**config.mk**
```make
export PLATFORM = sky130hd
export DESIGN_NAME = leb128_encoder
export DESIGN_NICKNAME = d
export VERILOG_FILES = /design/src/sv/leb_pkg.sv /design/src/sv/leb128_encoder.sv
export SDC_FILE = /design/constraint.sdc
export NUM_CORES = 1
export LEC_CHECK = 0
export ABC_CLOCK_PERIOD_IN_PS = 9900
export BUFFER_PORTS_ARGS = -buffer_cell sky130_fd_sc_hd__buf_2
export CAP_MARGIN = 10
export CORE_UTILIZATION = 27
export CTS_BUF_LIST = sky130_fd_sc_hd__clkbuf_4
export CTS_CLUSTER_SIZE = 16
export DETAILED_ROUTE_END_ITERATION = 12
export GPL_TIMING_DRIVEN = 0
export HOLD_SLACK_MARGIN = 0.1
export PLACE_DENSITY = 0.44
export SKIP_CTS_REPAIR_TIMING = 1
export SLEW_MARGIN = 25
export SYNTH_ARGS = -nofsm -noshare
export SYNTH_HDL_FRONTEND = slang
export SYNTH_SLANG_ARGS = --single-unit
```
**constraint.sdc**
```tcl
create_clock -name clk -period 9.9 [get_ports clk]
set_clock_uncertainty 0.2 [all_clocks]
set_input_delay 0 -clock clk [delete_from_list [all_inputs] [get_ports clk]]
set_output_delay 0 -clock clk [all_outputs]
set_load 0.02 [all_outputs]
```
**src/sv/leb_pkg.sv**
```systemverilog
// Shared types, constants and helpers for the LEB128 encoder.
package leb_pkg;

  localparam int ValueW   = 64;
  localparam int DigitW   = 7;
  localparam int MaxBytes = 10;
  localparam int CountW   = $clog2(MaxBytes + 1);

  localparam logic [7:0] CONT_BIT   = 8'h80;
  localparam logic [6:0] DIGIT_MASK = 7'h7f;
  localparam logic [6:0] SIGN_BIT   = 7'h40;

  typedef enum logic [1:0] {
    CMD_UNSIGNED = 2'd0,
    CMD_SIGNED   = 2'd1,
    CMD_PADDED   = 2'd2
  } cmd_t;

  // Byte count for padded mode: ceil(pad/7), at least one, capped at MaxBytes.
  function automatic logic [CountW-1:0] pad_byte_count(input logic [6:0] pad);
    logic [CountW-1:0] cnt;
    cnt = '0;
    for (int k = 0; k < MaxBytes; k++) begin
      if (pad > 7'(DigitW * k)) begin
        cnt = cnt + CountW'(1);
      end
    end
    if (cnt == '0) begin
      cnt = CountW'(1);
    end
    return cnt;
  endfunction

endpackage

```
**src/sv/leb128_encoder.sv**
```systemverilog
// LEB128 encoder top level: serializes a value to code bytes, one 7-bit digit per cycle unless stalled.
//
// Input channel (in_valid/in_stall): command, 64-bit value and pad_bits.
// in_command 0 = unsigned minimal, 1 = signed minimal, 2 = padded unsigned
// with ceil(pad_bits/7) bytes (at least 1, at most 10). Command 3 is
// accepted and produces nothing.
// Output channel (out_valid/out_stall): one code byte per transaction,
// least significant digit first, bit 7 set on all but the final byte,
// out_last high on the final byte.
// The value sits in a shift register that drops one 7-bit digit per
// emitted byte, and each byte is registered in the output register.
// A new transaction is taken only once the shift register has emitted
// the final byte of the previous value.
// in_stall is high while a value is being serialized.
// When the receiver stalls, the output register holds its byte and the
// shift register waits; nothing is dropped.
// Reset (rst_n low, synchronous) empties the output register and abandons
// any value in progress.
module leb128_encoder
  import leb_pkg::*;
(
  input  logic        clk,
  input  logic        rst_n,
  input  logic        in_valid,
  output logic        in_stall,
  input  logic [1:0]  in_command,
  input  logic [63:0] in_value,
  input  logic [6:0]  in_pad_bits,
  output logic        out_valid,
  input  logic        out_stall,
  output logic [7:0]  out_code_byte,
  output logic        out_last
);

  logic              busy_r, busy_nxt;
  cmd_t              mode_r;
  logic [ValueW-1:0] value_r, value_nxt;
  logic [CountW-1:0] left_r;
  logic              out_valid_r, out_valid_nxt;
  logic [7:0]        out_code_byte_r;
  logic              out_last_r;

  logic              in_take;
  logic              out_free;
  logic              step;
  logic [6:0]        digit;
  logic [ValueW-1:0] shift_u, shift_s;
  logic              more;

  assign in_stall = busy_r;
  assign in_take  = in_valid && !busy_r;
  assign out_free = !out_valid_r || !out_stall;
  assign step     = busy_r && out_free;

  assign digit   = value_r[DigitW-1:0] & DIGIT_MASK;
  assign shift_u = value_r >> DigitW;
  assign shift_s = {{DigitW{value_r[ValueW-1]}}, value_r[ValueW-1:DigitW]};

  always_comb begin
    more      = 1'b0;
    value_nxt = shift_u;
    case (mode_r)
      CMD_UNSIGNED: begin
        more = (shift_u != '0);
      end
      CMD_SIGNED: begin
        value_nxt = shift_s;
        more = !(((shift_s == '0) && ((digit & SIGN_BIT) == '0)) ||
                 ((shift_s == '1) && ((digit & SIGN_BIT) != '0)));
      end
      CMD_PADDED: begin
        more = (left_r != CountW'(1));
      end
      default: begin
        more = 1'b0;
      end
    endcase
  end

  always_comb begin
    busy_nxt      = busy_r;
    out_valid_nxt = out_valid_r;
    if (out_valid_r && !out_stall) begin
      out_valid_nxt = 1'b0;
    end
    if (step) begin
      out_valid_nxt = 1'b1;
      busy_nxt      = more;
    end else if (in_take) begin
      // unused command code: accepted, no bytes
      busy_nxt = (in_command == CMD_UNSIGNED) || (in_command == CMD_SIGNED) ||
                 (in_command == CMD_PADDED);
    end
  end

  always_ff @(posedge clk) begin
    if (!rst_n) begin
      busy_r      <= 1'b0;
      out_valid_r <= 1'b0;
    end else begin
      busy_r      <= busy_nxt;
      out_valid_r <= out_valid_nxt;
    end
  end

  always_ff @(posedge clk) begin
    if (in_take) begin
      mode_r  <= cmd_t'(in_command);
      value_r <= in_value;
      left_r  <= pad_byte_count(in_pad_bits);
    end else if (step) begin
      value_r <= value_nxt;
      left_r  <= left_r - CountW'(1);
    end
    if (step) begin
      out_code_byte_r <= {1'b0, digit} | (more ? CONT_BIT : 8'h00);
      out_last_r      <= !more;
    end
  end

  assign out_valid     = out_valid_r;
  assign out_code_byte = out_code_byte_r;
  assign out_last      = out_last_r;

endmodule

```
==> results by group, run 1 <==
Floorplanning
  • Height of the chip: 134 um
  • Ports: 88
  • Die ar.: 17900 sq um
  • Die extent in x: 134 um
  • Area of the core: 16800 sq um
  • Row cnt: 47
  • Starting Density: 0.279

Layout
  • Non-filler cells, final: 894
  • Total Nets Final: 757
  • Area delta synth->final: 35.0%
  • Multi-input gate area: 2120 sq um
  • # fillers: 1728
  • Post-route cell area: 6310 sq um
  • Register area: 2410 sq um
  • Share of cells above drive strength 1: 0.181

Timing
  • Slew margin rel.: 0.361
  • Min Tclk post-route: 6080 ps
  • Tcrit/Tclk final: 0.614
  • Fin. Hold Viols: 0
  • WHS: 125 ps
  • Slew Limit Fails: 0
  • RSZ-0062 raised after global routing: no
  • Final TNS setup: 0 ps
  • Worst slew pin tran: 946 ps
  • Final setup fails: 0
  • Fmax: 165 MHz

Logic synthesis
  • Yosys warning total: 0
  • Unique masters post-synth: 61
  • Yosys top cell area share: 0.507
  • Mapped Cells: 499
  • Synth top area cells: edfxtp_1, nand2_1, ha_1
  • FF+latch count, synth: 81
  • Syn_nets: 588
  • Most common flop cell mapped by yosys: edfxtp_1
  • Post-synthesis sequential area ratio: 0.516
  • Synthesized cell area: 4680 sq um
  • Ys async rst share: 0
  • Cell taking the most area after synthesis: edfxtp_1
  • Post-synth EDFFs: 79
  • Syn_area_per_cell: 9.37 sq um

Drt
  • Remaining DRCs: 0
  • Vias/cell: 4.70
  • Remaining antenna violation count after routing: 0
  • Vias: 4203
  • DR pass1 iterations: 5
  • Detailed Route WL: 13800 um
  • DR iter-0 viols: 296
  • Routed WL per cell: 15.5 um

Pwr
  • Clock Power Share: 0.261
  • Comb power frac: 0.245
  • Leak: 2.68 nW
  • Design Power: 0.000965 W
  • Sequential power share: 0.494
  • Maximum vdd drop: 0.0679 mV
  • Pwr Density: 153 nW/um^2
  • Sw Share: 0.295
  • Net Sw Power: 0.000284 W
  • Internal power component: 0.000681 W

Clocking
  • CTS root buf: clkbuf_4
  • Worst-skew pair later-pin latency: 460 ps
  • Clock slew at the register clock pins of the worst setup and hold paths: 140 ps
  • Cts bufs inserted: 9
  • CTS max path bufs: 2
  • Clk sinks: 81
  • CTS tree: done
  • H-tree Lvls: 3

Flow run
  • Max_cap viols: 0

Critical path
  • Buffer and inverter count on the worst path: 3
  • Critical Path Sink Type: register
  • CP required: 9910 ps
  • Critical Path Max Stage Delay: 460 ps
  • CP max FO: 10
  • Delay-heaviest family, CP: compound AO/OA/AOI/OAI gates
  • CP dominant cell by count: ha_1
  • Worst path slowest cell: or3_1
  • Worst Path Arrival: 6080 ps
  • Flop-to-flop setup slack: 7190 ps
  • Critical path class: input pin to register
  • Crit path launch type: input pin

Place
  • Placed cell area: 5410 sq um
  • HPWL after DPL: 10100 um
  • DP Cell Count: 805
  • Gpl congestion: 0.814
  • PortBufs: 85

Global routing
  • GRT Residual Overflow: 0
  • First-pass GRT wire length: 20200 um
  • M2 GR Usage: 0.243
  • Gr busiest metal: met2
  • Met3 Use GR: 0.0274
  • Largest net degree at the start of global routing: 37
  • Vias in the first global route: 3763
  • Gr usage total: 0.152
  • Initial antenna violation count: 1
  • M1 GR Usage: 0.206

Run status
  • Status: finished, final reports clean

Hold path
  • Type of the worst min-delay path: input pin to register
stage by stage:
step | util | setup slack [ps]
4_1_cts | 0.334 | 3840
3_3_place_gp | 0.321 | 3350
5_1_grt | 0.377 | 3220
3_5_place_dp | 0.323 | 3330
2_1_floorplan | - | 4250
6_report | 0.377 | 3820
kinds of logic after synthesis:
kind of cell,count (synthesis),synth area share
AND/OR/NAND/NOR,279,0.265
flip-flops,81,0.516
AO/OA/AOI/OAI,64,0.0926
buffers and inverters,37,0.0332
XOR/XNOR,21,0.0508
adder cells (fa/ha/maj),12,0.0321
multiplexers,5,0.0110
registers in the layout, indices dropped and copies added (netlist names):
name	cells
out_code_byte	8
out_valid	1
mode_r	2
in_stall	1
out_last	1
left_r	4
value_r	64
power groups by stage:
| stage | combinational, W | clock (W) | sequential, W |
|---|---|---|---|
| after detailed placement | 0.000216 | 0 | 0.000485 |
| after global placement | 0.000211 | 0 | 0.000488 |
| after global routing | 0.000264 | 0.000270 | 0.000483 |
| after CTS | 0.000217 | 0.000259 | 0.000477 |
| final | 0.000236 | 0.000252 | 0.000477 |
| after floorplan | 0.000146 | 0 | 0.000477 |
cells in the final DEF, fill, tap and decap left out, drive strengths merged, types with 4 or more instances in the layout:
cell type / netlist / final
mux2i: 4 / 4
or2: 5 / 5
nand4: 17 / 17
dlygate4sd3: 0 / 72
nand3: 5 / 5
inv: 10 / 10
xor2: 6 / 6
a21o: 7 / 7
nand2: 187 / 187
nor4: 19 / 19
ha: 12 / 12
buf: 6 / 92
edfxtp: 79 / 79
nor3: 9 / 9
nor2: 20 / 20
o21ai: 11 / 11
a21oi: 19 / 19
a211oi: 4 / 4
xnor2: 13 / 13
clkbuf: 20 / 31
worst paths after layout:
| path | cells after the start | start | to |
|---|---|---|---|
| min reg2reg | 0 | value_r[0] | out_code_byte[0] |
| max | 28 | in_pad_bits[5] | left_r[0] |
| min | 4 | in_value[20] | value_r[20] |
| max reg2reg | 5 | in_stall | value_r[37] |
cells in the mapped netlist (all sizes together), types with 5 or more instances:
cell and count:
nor3 9, nand3 5, nor2 20, nand2 187, nor4 19, inv 10
xor2 6, or2 5, o21ai 11, ha 12, a21oi 19, xnor2 13
nand4 17, edfxtp 79, buf 6, a21o 7, clkbuf 20
tightest hold or removal path, cell delays in order:
cell and delay [ps]:
dlygate4sd3_1 520, buf_2 100, nand2_1 40, nand2_1 40
layer usage:
metal,up-vias,share of wire
li1,2111,-
met1,1955,0.48
met2,119,0.47
met3,18,0.042
met4,0,0.016
met5,-,0
final cells by class:
class,count,area share
plain buffers,26,0.0180
clock buffers,11,0.0131
well taps,220,0.0436
multi-input cells,381,0.335
diodes,1,0.000396
inverters,11,0.00654
repair buffers,158,0.185
clock inverters,5,0.0164
flip-flops and latches,81,0.382
Note: power is estimated with default switching activity, not from simulation.
==> run 2: changes to the inputs <==
Settings changed: ABC_CLOCK_PERIOD_IN_PS 9900 to 5600.
Clock period 9.9 ns to 5.6 ns, I/O delays scaled along.
==> results by group, run 2 (synthesis results as in run 1) <==
Place
  • Placed cell area: 5420 sq um
  • PortBufs: 85
  • Gpl congestion: 0.835
  • DP Worst Slack: -812 ps
  • HPWL after DPL: 10200 um

Pwr
  • Design Power: 0.00163 W
  • Net Sw Power: 0.000545 W
  • Internal power component: 0.00108 W
  • Pwr Density: 256 nW/um^2
  • Maximum vdd drop: 0.105 mV
  • Leak: 2.67 nW
  • Sequential power share: 0.518
  • Clock Power Share: 0.211
  • Comb power frac: 0.271
  • Sw Share: 0.335

Clocking
  • CTS tree: done
  • Clk sinks: 81
  • CTS max path bufs: 2
  • Cts bufs inserted: 9
  • H-tree Lvls: 3
  • Worst-skew pair later-pin latency: 470 ps
  • CTS root buf: clkbuf_4
  • Clock slew at the register clock pins of the worst setup and hold paths: 140 ps

Critical path
  • Critical path class: input pin to register
  • Critical Path Max Stage Delay: 440 ps
  • CP required: 5630 ps
  • Critical Path Sink Type: register
  • Worst path slowest cell: ha_2
  • RR Startpoint: in_stall
  • Worst Path Arrival: 5330 ps
  • Delay-heaviest family, CP: compound AO/OA/AOI/OAI gates
  • Crit path launch type: input pin
  • Buffer and inverter count on the worst path: 1
  • CP startpoint: in_pad_bits[5]
  • CP max FO: 11

Global routing
  • First-pass GRT wire length: 20900 um
  • Initial antenna violation count: 1
  • Largest net degree at the start of global routing: 52
  • GRT Residual Overflow: 0
  • Gr usage total: 0.157
  • Vias in the first global route: 3926

Layout
  • Multi-input gate area: 2200 sq um
  • Total Nets Final: 758
  • Area delta synth->final: 36.0%
  • Share of cells above drive strength 1: 0.203
  • Post-route cell area: 6360 sq um
  • # fillers: 1741
  • Most frequent cells in the layout: nand2_1, buf_2, edfxtp_1, dlygate4sd3_1, nor4_1
  • Max FFs per register: 64
  • Register with the most flip-flops: value_r
  • Most common cell after layout, fill and taps aside: nand2_1
  • Register area: 2410 sq um

Run status
  • Status: finished, final reports clean

Floorplanning
  • Starting Density: 0.279
  • Height of the chip: 134 um
  • Die extent in x: 134 um
  • Area of the core: 16800 sq um
  • Ports: 88
  • Row cnt: 47
  • Die ar.: 17900 sq um

Flow run
  • Max_cap viols: 0

Drt
  • Remaining DRCs: 0
  • DR iter-0 viols: 266
  • Remaining antenna violation count after routing: 0
  • Vias: 4200
  • DR pass1 iterations: 5
  • Vias/cell: 4.69
  • Detailed Route WL: 14000 um
  • Routed WL per cell: 15.7 um

Timing
  • Fmax: 189 MHz
  • Worst slew pin tran: 750 ps
  • Slew Limit Fails: 0
  • Tcrit/Tclk final: 0.946
  • RSZ-0062 raised after global routing: no
  • PnR worst setup slack: 302 ps
  • Final setup fails: 0
  • Min Tclk post-route: 5300 ps
  • Slew margin rel.: 0.495
  • Fin. Hold Viols: 0

Hold path
  • Min-Delay Startpoint: in_pad_bits[5]
  • Type of the worst min-delay path: input pin to register
## run 2: worst reg2reg max path: cells and delay by family (launching register included)
| family | cells | cell delay (ps) |
|---|---|---|
| buf+inv | 3 | 1140 |
| simple gates | 2 | 520 |
| flops | 1 | 430 |
## run 2: path summary, 6_finish.rpt
kind              slack [ps]  cells after the start                to
setup reg to reg        3030                      5       value_r[39]
hold reg to reg          220                      0  out_code_byte[4]
setup / recovery         300                     26         left_r[0]
hold / removal            90                      6         left_r[0]
## run 2: power groups by stage
| stage | clock network, W | logic (W) | registers [W] |
|---|---|---|---|
| floorplan | 0 | 0.000261 | 0.000843 |
| global placement | 0 | 0.000374 | 0.000862 |
| detailed placement | 0 | 0.000385 | 0.000858 |
| CTS | 0.000352 | 0.000387 | 0.000844 |
| global route | 0.000373 | 0.000491 | 0.000856 |
| finish | 0.000344 | 0.000441 | 0.000845 |
## run 2: routing by layer
metal | routed length, um | vias up | global-route usage
met5 | 0 | - | 0
met4 | 318 | 0 | 0.0650
met3 | 781 | 23 | 0.0335
met2 | 6380 | 112 | 0.239
met1 | 6570 | 1952 | 0.214
li1 | - | 2113 | -
## run 2: through the flow
stage	setup TNS (ps)	utilization	cells	hold slack (ps)
floorplan	0	-	499	-101
global placement	-1100	0.322	804	23.6
detailed placement	-1410	0.324	805	20.8
CTS	-329	0.331	821	-483
global route	0	0.379	895	109
finish	0	0.379	895	91.9
## run 2: cell type report
class,count,area share
antenna,1,0.000393
buffer,24,0.0167
clock buffer,10,0.0118
clock inverter,6,0.00826
inverter,11,0.00649
multi-input combinational,381,0.345
sequential,81,0.379
tap,220,0.0433
timing repair buffer,161,0.188
